[config.mk]
export PLATFORM = sky130hd
export DESIGN_NAME = fast_sine_cosine_approx_core_flat
export DESIGN_NICKNAME = d
export VERILOG_FILES = /design/src/design/fsc_pkg.sv /design/src/design/fsc_in_if.sv /design/src/design/fsc_out_if.sv /design/src/design/fast_sine_cosine_approx_core.sv /design/src/flat_wrapper.sv
export SDC_FILE = /design/constraint.sdc
export NUM_CORES = 2
export LEC_CHECK = 0
export ABC_AREA = 1
export BUFFER_PORTS_ARGS = -buffer_cell sky130_fd_sc_hd__clkbuf_2
export CAP_MARGIN = 20
export CORE_ASPECT_RATIO = 0.5
export CORE_MARGIN = 8
export CORE_UTILIZATION = 61
export DETAILED_ROUTE_END_ITERATION = 8
export PLACE_DENSITY = 0.84
export SLEW_MARGIN = 10
export SYNTH_ARGS = -nofsm -noshare
export SYNTH_HDL_FRONTEND = slang
export SYNTH_SLANG_ARGS = --single-unit
[constraint.sdc]
create_clock -name clk -period 6.82 [get_ports clk]
set_input_delay 0 -clock clk [delete_from_list [all_inputs] [get_ports clk]]
set_output_delay 0 -clock clk [all_outputs]
set_load 0.005 [all_outputs]
[src/design/fsc_pkg.sv]
`timescale 1ns / 1ps
// ----------------------------------------------------------------------------
// fsc_pkg: shared types and constants of the fast sine/cosine core
// Field widths, fixed-point constants of the cubic and the function selector.
// ----------------------------------------------------------------------------
package fsc_pkg;

  // Default values of the top-level parameters.
  localparam int PHASE_BITS_DEF    = 16;
  localparam int OUT_FRAC_BITS_DEF = 14;

  // Field widths on the channels.
  localparam int ANGLE_W = 16;
  localparam int VALUE_W = 16;

  // Working format: Q0.30 magnitudes that reach 1.0, so 31 bits.
  localparam int WORK_FRAC = 30;
  localparam int TN_W      = WORK_FRAC + 1;
  localparam int PROD_W    = 2 * TN_W;

  // 1.0, c = 2 - pi/2 and 1 + c, all in Q0.30.
  localparam logic [TN_W-1:0] ONE_Q30 = TN_W'(64'd1073741824);
  localparam logic [TN_W-1:0] C3_Q30  = TN_W'(64'd460853935);
  localparam logic [TN_W-1:0] K1_Q30  = TN_W'(64'd1534595759);

  // Function selector.
  typedef enum logic {
    KIND_COS = 1'b0,
    KIND_SIN = 1'b1
  } kind_t;

endpackage

[src/design/fsc_in_if.sv]
`timescale 1ns / 1ps
// ----------------------------------------------------------------------------
// fsc_in_if: angle input channel
// Valid/ready channel carrying the function selector and the phase angle.
// ----------------------------------------------------------------------------
interface fsc_in_if;
  logic                             valid;
  logic                             ready;
  fsc_pkg::kind_t                   kind;
  logic [fsc_pkg::ANGLE_W-1:0]      angle_phase;

  modport source (output valid, output kind, output angle_phase, input ready);
  modport sink   (input valid, input kind, input angle_phase, output ready);
endinterface

[src/design/fsc_out_if.sv]
`timescale 1ns / 1ps
// ----------------------------------------------------------------------------
// fsc_out_if: result output channel
// Valid/ready channel carrying the signed sine or cosine value.
// ----------------------------------------------------------------------------
interface fsc_out_if;
  logic                               valid;
  logic                               ready;
  logic signed [fsc_pkg::VALUE_W-1:0] value;

  modport source (output valid, output value, input ready);
  modport sink   (input valid, input value, output ready);
endinterface

[src/design/fast_sine_cosine_approx_core.sv]
`timescale 1ns / 1ps
// ----------------------------------------------------------------------------
// fast_sine_cosine_approx_core: pipelined cubic sine/cosine approximation
// Folds a phase angle into the first quadrant, evaluates the cubic
// f(t) = 1 - (1 + c) t^2 + c t^3 in Q0.30 and returns a signed result.
// ----------------------------------------------------------------------------
//
//  Channel   Direction  Handshake        Payload
//  in_chan   input      valid / ready    kind (cos/sin), angle_phase[15:0]
//  out_chan  output     valid / ready    value[15:0], signed, 1.0 = 2^OUT_FRAC_BITS
//
// Throughput is one transfer per cycle on each side while out_chan is not
// stalled. An accepted angle passes through all five register stages before
// its result is presented on out_chan. The stages are fold, square, cube and
// first product, second product, sum/round/sign. The depth is set by the three
// dependent multiplications, each followed by a register.
// Reset (rst_n low, synchronous) clears every stage valid bit; data registers
// are not reset. When out_chan stalls, each stage holds only while the stage
// after it is full and held, so bubbles close up and in_chan.ready drops only
// when all five stages carry data.
// ----------------------------------------------------------------------------
module fast_sine_cosine_approx_core #(
  parameter int PHASE_BITS    = fsc_pkg::PHASE_BITS_DEF,
  parameter int OUT_FRAC_BITS = fsc_pkg::OUT_FRAC_BITS_DEF
) (
  input  logic       clk,
  input  logic       rst_n,
  fsc_in_if.sink     in_chan,
  fsc_out_if.source  out_chan
);

  localparam int TN_W   = fsc_pkg::TN_W;
  localparam int PROD_W = fsc_pkg::PROD_W;
  localparam int WFRAC  = fsc_pkg::WORK_FRAC;
  localparam int VAL_W  = fsc_pkg::VALUE_W;

  // The folded angle t has PHASE_BITS-1 bits; shifting it up gives Q0.30.
  localparam int T_W     = PHASE_BITS - 1;
  localparam int SHIFT_T = 32 - PHASE_BITS;
  // Rounding from Q0.30 down to the output fraction.
  localparam int RND_SH  = WFRAC - OUT_FRAC_BITS;
  localparam logic [31:0] HALF_LSB = (32'd1 << RND_SH) >> 1;
  localparam logic [31:0] MAG_MAX  = 32'd1 << OUT_FRAC_BITS;
  localparam logic [PHASE_BITS-1:0] QUARTER = PHASE_BITS'(1) << (PHASE_BITS - 2);

  // --------------------------------------------------------------------------
  // Stage enables. A stage loads when it is empty or when the next one loads,
  // so data moves on in every cycle the output is not blocked.
  // --------------------------------------------------------------------------
  logic s1_v_r, s2_v_r, s3_v_r, s4_v_r, out_v_r;
  logic s1_en, s2_en, s3_en, s4_en, out_en;

  assign out_en = !out_v_r || out_chan.ready;
  assign s4_en  = !s4_v_r  || out_en;
  assign s3_en  = !s3_v_r  || s4_en;
  assign s2_en  = !s2_v_r  || s3_en;
  assign s1_en  = !s1_v_r  || s2_en;

  assign in_chan.ready = s1_en;

  always_ff @(posedge clk) begin
    if (!rst_n) begin
      s1_v_r  <= 1'b0;
      s2_v_r  <= 1'b0;
      s3_v_r  <= 1'b0;
      s4_v_r  <= 1'b0;
      out_v_r <= 1'b0;
    end else begin
      if (s1_en)  s1_v_r  <= in_chan.valid;
      if (s2_en)  s2_v_r  <= s1_v_r;
      if (s3_en)  s3_v_r  <= s2_v_r;
      if (s4_en)  s4_v_r  <= s3_v_r;
      if (out_en) out_v_r <= s4_v_r;
    end
  end

  // --------------------------------------------------------------------------
  // Stage 1: phase folding. Sine is the cosine a quarter turn earlier; the
  // subtraction wraps modulo one turn. Odd quadrants mirror the angle so that
  // t runs from 1 down to 0, and the middle two quadrants flip the sign.
  // --------------------------------------------------------------------------
  logic [PHASE_BITS-1:0] phase_w;
  logic [1:0]            quad;
  logic [T_W-1:0]        r_ext;
  logic [T_W-1:0]        t_fold;
  logic [TN_W-1:0]       s1_tn_nxt;
  logic                  s1_neg_nxt;
  logic [TN_W-1:0]       s1_tn_r;
  logic                  s1_neg_r;

  always_comb begin
    phase_w = PHASE_BITS'(in_chan.angle_phase);
    if (in_chan.kind == fsc_pkg::KIND_SIN) begin
      phase_w = phase_w - QUARTER;
    end
    quad       = phase_w[PHASE_BITS-1 -: 2];
    r_ext      = {1'b0, phase_w[PHASE_BITS-3:0]};
    t_fold     = quad[0] ? (QUARTER[T_W-1:0] - r_ext) : r_ext;
    s1_neg_nxt = quad[1] ^ quad[0];
    s1_tn_nxt  = TN_W'(t_fold) << SHIFT_T;
  end

  always_ff @(posedge clk) begin
    if (s1_en) begin
      s1_tn_r  <= s1_tn_nxt;
      s1_neg_r <= s1_neg_nxt;
    end
  end

  // --------------------------------------------------------------------------
  // Stage 2: t^2, truncated back to Q0.30.
  // --------------------------------------------------------------------------
  logic [PROD_W-1:0] sq_prod;
  logic [TN_W-1:0]   s2_t2_nxt;
  logic [TN_W-1:0]   s2_t2_r;
  logic [TN_W-1:0]   s2_tn_r;
  logic              s2_neg_r;

  assign sq_prod   = PROD_W'(s1_tn_r) * PROD_W'(s1_tn_r);
  assign s2_t2_nxt = TN_W'(sq_prod >> WFRAC);

  always_ff @(posedge clk) begin
    if (s2_en) begin
      s2_t2_r  <= s2_t2_nxt;
      s2_tn_r  <= s1_tn_r;
      s2_neg_r <= s1_neg_r;
    end
  end

  // --------------------------------------------------------------------------
  // Stage 3: t^3 and the quadratic term (1 + c) t^2, side by side.
  // --------------------------------------------------------------------------
  logic [PROD_W-1:0] cube_prod;
  logic [PROD_W-1:0] quad_prod;
  logic [TN_W-1:0]   s3_t3_nxt;
  logic [TN_W-1:0]   s3_a_nxt;
  logic [TN_W-1:0]   s3_t3_r;
  logic [TN_W-1:0]   s3_a_r;
  logic              s3_neg_r;

  assign cube_prod = PROD_W'(s2_t2_r) * PROD_W'(s2_tn_r);
  assign quad_prod = PROD_W'(fsc_pkg::K1_Q30) * PROD_W'(s2_t2_r);
  assign s3_t3_nxt = TN_W'(cube_prod >> WFRAC);
  assign s3_a_nxt  = TN_W'(quad_prod >> WFRAC);

  always_ff @(posedge clk) begin
    if (s3_en) begin
      s3_t3_r  <= s3_t3_nxt;
      s3_a_r   <= s3_a_nxt;
      s3_neg_r <= s2_neg_r;
    end
  end

  // --------------------------------------------------------------------------
  // Stage 4: the cubic term c t^3.
  // --------------------------------------------------------------------------
  logic [PROD_W-1:0] cterm_prod;
  logic [TN_W-1:0]   s4_b_nxt;
  logic [TN_W-1:0]   s4_b_r;
  logic [TN_W-1:0]   s4_a_r;
  logic              s4_neg_r;

  assign cterm_prod = PROD_W'(fsc_pkg::C3_Q30) * PROD_W'(s3_t3_r);
  assign s4_b_nxt   = TN_W'(cterm_prod >> WFRAC);

  always_ff @(posedge clk) begin
    if (s4_en) begin
      s4_b_r   <= s4_b_nxt;
      s4_a_r   <= s3_a_r;
      s4_neg_r <= s3_neg_r;
    end
  end

  // --------------------------------------------------------------------------
  // Stage 5: 1 + c t^3 - (1 + c) t^2, clamped to [0, 1.0], rounded half up on
  // the magnitude, capped at 1.0 and given the quadrant sign. The result keeps
  // the low VALUE_W bits of the two's complement value.
  // --------------------------------------------------------------------------
  logic signed [TN_W+1:0] poly_sum;
  logic [TN_W-1:0]        poly_clamp;
  logic [31:0]            mag_rnd;
  logic [31:0]            mag_cap;
  logic [31:0]            val_full;
  logic [VAL_W-1:0]       out_value_nxt;
  logic [VAL_W-1:0]       out_value_r;

  always_comb begin
    poly_sum = $signed({2'b00, fsc_pkg::ONE_Q30}) + $signed({2'b00, s4_b_r})
             - $signed({2'b00, s4_a_r});
    if (poly_sum < 0) begin
      poly_clamp = '0;
    end else if (poly_sum > $signed({2'b00, fsc_pkg::ONE_Q30})) begin
      poly_clamp = fsc_pkg::ONE_Q30;
    end else begin
      poly_clamp = poly_sum[TN_W-1:0];
    end
    mag_rnd       = (32'(poly_clamp) + HALF_LSB) >> RND_SH;
    mag_cap       = (mag_rnd > MAG_MAX) ? MAG_MAX : mag_rnd;
    val_full      = s4_neg_r ? (32'd0 - mag_cap) : mag_cap;
    out_value_nxt = val_full[VAL_W-1:0];
  end

  always_ff @(posedge clk) begin
    if (out_en) begin
      out_value_r <= out_value_nxt;
    end
  end

  assign out_chan.valid = out_v_r;
  assign out_chan.value = $signed(out_value_r);

endmodule

[src/flat_wrapper.sv]
// flat-port wrapper written by rule: the top's interface ports become plain ports
module fast_sine_cosine_approx_core_flat 
#(
  parameter int PHASE_BITS    = fsc_pkg::PHASE_BITS_DEF,
  parameter int OUT_FRAC_BITS = fsc_pkg::OUT_FRAC_BITS_DEF
)
  (clk, rst_n, in_chan_valid, in_chan_kind, in_chan_angle_phase, in_chan_ready, out_chan_valid, out_chan_value, out_chan_ready);
  fsc_in_if in_chan_i ();
  fsc_out_if out_chan_i ();
  input  logic clk;
  input  logic rst_n;
  input wire logic [$bits(in_chan_i.valid)-1:0] in_chan_valid;
  input wire logic [$bits(in_chan_i.kind)-1:0] in_chan_kind;
  input wire logic [$bits(in_chan_i.angle_phase)-1:0] in_chan_angle_phase;
  output wire logic [$bits(in_chan_i.ready)-1:0] in_chan_ready;
  output wire logic [$bits(out_chan_i.valid)-1:0] out_chan_valid;
  output wire logic [$bits(out_chan_i.value)-1:0] out_chan_value;
  input wire logic [$bits(out_chan_i.ready)-1:0] out_chan_ready;
  assign in_chan_i.valid = in_chan_valid;
  assign in_chan_i.kind = in_chan_kind;
  assign in_chan_i.angle_phase = in_chan_angle_phase;
  assign in_chan_ready = in_chan_i.ready;
  assign out_chan_valid = out_chan_i.valid;
  assign out_chan_value = out_chan_i.value;
  assign out_chan_i.ready = out_chan_ready;
  fast_sine_cosine_approx_core #(.PHASE_BITS(PHASE_BITS), .OUT_FRAC_BITS(OUT_FRAC_BITS)) u_core (.clk(clk), .rst_n(rst_n), .in_chan(in_chan_i), .out_chan(out_chan_i));
endmodule
==> results.toml <==
[detailed_routing]
ant_nets = 0
avgViaCountPerCell = 5.42
vias = 44700
wirelength_um = 159000
wl_per_cell_um = 19.3
drt_iter0_drc = 3908
first_pass_iters = 8
drc = 0

[timing]
timing.setup.tns_ns = -0.665
period_minus_slack_ns = 6.96
worst_pin_slew_ns = 1.01
period_share_pct = 102
fmax_ghz = 0.144
setup_ws_ns = -0.145
finalClockSkew_ns = 0.0212
finalHoldViolCount = 0
relSlewSlack_pct = 32.6
setup_viol = 15
slew_violations = 0
grt_setup_unrepaired = "yes"

[job]
maxCapViolations = 0

[die]
die_x_um = 457
io_pins = 39
initial_core_util_pct = 61.8
core_mm2 = 0.0958
die_area_mm2 = 0.108
row_count = 80
die-height_um = 236

[synth]
synth_top_area_cell = "fa_1"
yosysUniqueCellTypes = 55
synth_most_common_cell = "inv_1"
synth_area_leaders = "fa_1 (40%), ha_1 (19%), inv_1 (13%), edfxtp_1 (10%), nand2_1 (6.8%)"
synth_edf_count = 200
synth_top_cells_by_count = "inv_1 (2,025), fa_1 (1,175), nand2_1 (1,073)"
synthCells = 6554
ys_ff_latch = 205
syn_area_mm2 = 0.0592
syn_area_per_cell_um2 = 9.03
synthArstFlopShare_pct = 0
ys_warn_count = 0
ys.flop_type = "edfxtp_1"
synth_seq_area_share_pct = 10.3
synth_top_area_share_pct = 39.7

[critical_path]
cp-end-kind = "flop"
crit_fanout = 5
required_ns = 7.23
max_stage_delay_ns = 0.56
arrival_ns = 7.37
critPathSlowestCell = "fa_1"
rrSetupSlack_ns = -0.14
crit_type = "reg2reg"
start_kind = "flop"

[global_routing]
grt_pass1_wl_um = 248000
grt_overflow_total = 0
antenna_found_initial = 3
gr-usage-all-layers_pct = 28.8
grt_pass1_vias = 47000
grt_max_degree = 65

[clock_network]
clk_pin_slew_ns = 0.08
cts_root_buffer = "clkbuf_16"
cts_buffer_depth = 3
insertion_delay_ns = 0.60
cts_sinks = 205
tritoncts = "done"
h-tree-depth = 1
cts_buffers = 23

[run_status]
status = "finished, violations left"
violations = "setup timing"

[final_layout]
nNetsFinal = 9068
final_util_pct = 69.0
area_delta_synth_final_pct = 11.6
diodes = 0
fillerInstances = 6822
drive_gt1_share_pct = 10.9

[placement]
place_hpwl_um = 134000
gp_congestion = 1.01
portBuffers = 38

[min_path]
hold_path.class = "in2reg"
## layout make-up
type                       count  area [um^2]  share of cell area [%]
timing repair buffer         476         3720                    5.64
multi-input combinational   4210        46200                    69.9
clock buffer                  23          576                   0.871
sequential                   205         6110                    9.24
clock inverter                19          233                   0.352
inverter                    2038         7650                    11.6
tap                         1271         1590                    2.41
## final timing paths
check,startpoint,to,cells past startpoint
setup / recovery,u_core.s3_t3_r[13],u_core.s4_b_r[6],28
hold / removal,in_chan_kind,u_core.s1_tn_r[18],5
setup reg to reg,u_core.s3_t3_r[13],u_core.s4_b_r[6],28
hold reg to reg,u_core.s3_a_r[9],u_core.s4_a_r[9],0
## placed cells by master (no fill, tap or decap), types with 8 or more instances in the layout
master,count
o21ai_2,9
nor2_1,220
o211ai_1,15
fa_1,1152
buf_6,21
clkbuf_16,23
o21ai_0,64
buf_4,382
ha_1,869
a21o_1,8
inv_1,1991
a21oi_2,42
nand3_1,100
ha_2,14
xor2_1,105
buf_12,8
o21a_1,13
nand2_2,17
nand4_1,22
inv_2,43
edfxtp_1,200
ha_4,35
nor2_4,8
nand2_1,1054
o21ai_1,17
nor3_1,18
a21oi_1,179
fa_2,23
a31oi_1,22
conb_1,11
nor2_2,16
o21bai_1,13
clkbuf_2,38
xnor2_1,65
nand3_2,8
dlygate4sd3_1,27
## per-layer routing
metal	GRT usage (%)	part of all wire, %	vias to the layer above
li1	-	-	20200
met1	39.9	41	21800
met2	44.7	44	2217
met3	8.86	12	379
met4	6.61	2.8	4
met5	0	0.017	-
## critical path, delay by kind of cell (launching register included)
family          cells  cell delay [ns]
compound gates      8             1.13
xor+xnor            1             0.25
fa+ha+maj           9             4.10
buf+inv             8             0.64
flops               1             0.51
simple gates        2             0.16
## per-stage QoR
stage          setup WS (ns)  hold WS (ns)  cell area, um^2  instances
6_report              -0.145        0.0616            66100       8242
5_1_grt               -0.328         0.105            66100       8242
4_1_cts             0.000293        0.0258            64500       8179
3_5_place_dp          -0.246         0.226            63200       8101
3_3_place_gp         -0.0949         0.223            63200       8101
2_1_floorplan        0.00563        0.0989            59300       6563
## sequential cells by signal, summed over array words and instances, names as in the netlist, 15 cells and up
signal and cells:
u_core.s3_a_r 31, u_core.s1_tn_r 15, u_core.s3_t3_r 31, u_core.s4_a_r 31, u_core.s2_tn_r 15, u_core.s2_t2_r 27
u_core.s4_b_r 30, u_core.out_chan.value 16
## kinds of logic after synthesis
family,count (synthesis),share of synthesized area [%]
buf+inv,2148,13.6
fa+ha+maj,2093,59.1
simple gates,1496,10.1
compound gates,435,4.22
flops,205,10.3
xor+xnor,174,2.57
other cells,2,0.0127
mux,1,0.0169
## timing repair
item,4_1_cts,5_1_grt
setup buffers,9,67
hold buffers,27,0
gates resized for setup,20,274
pin swaps,6,134
endpoints found under the setup margin,18,57
hold endpoints to repair,21,0
Power is left out: the tool's default activity adds up to more than one toggle a clock period on the data nets, which glitch-free logic cannot reach.
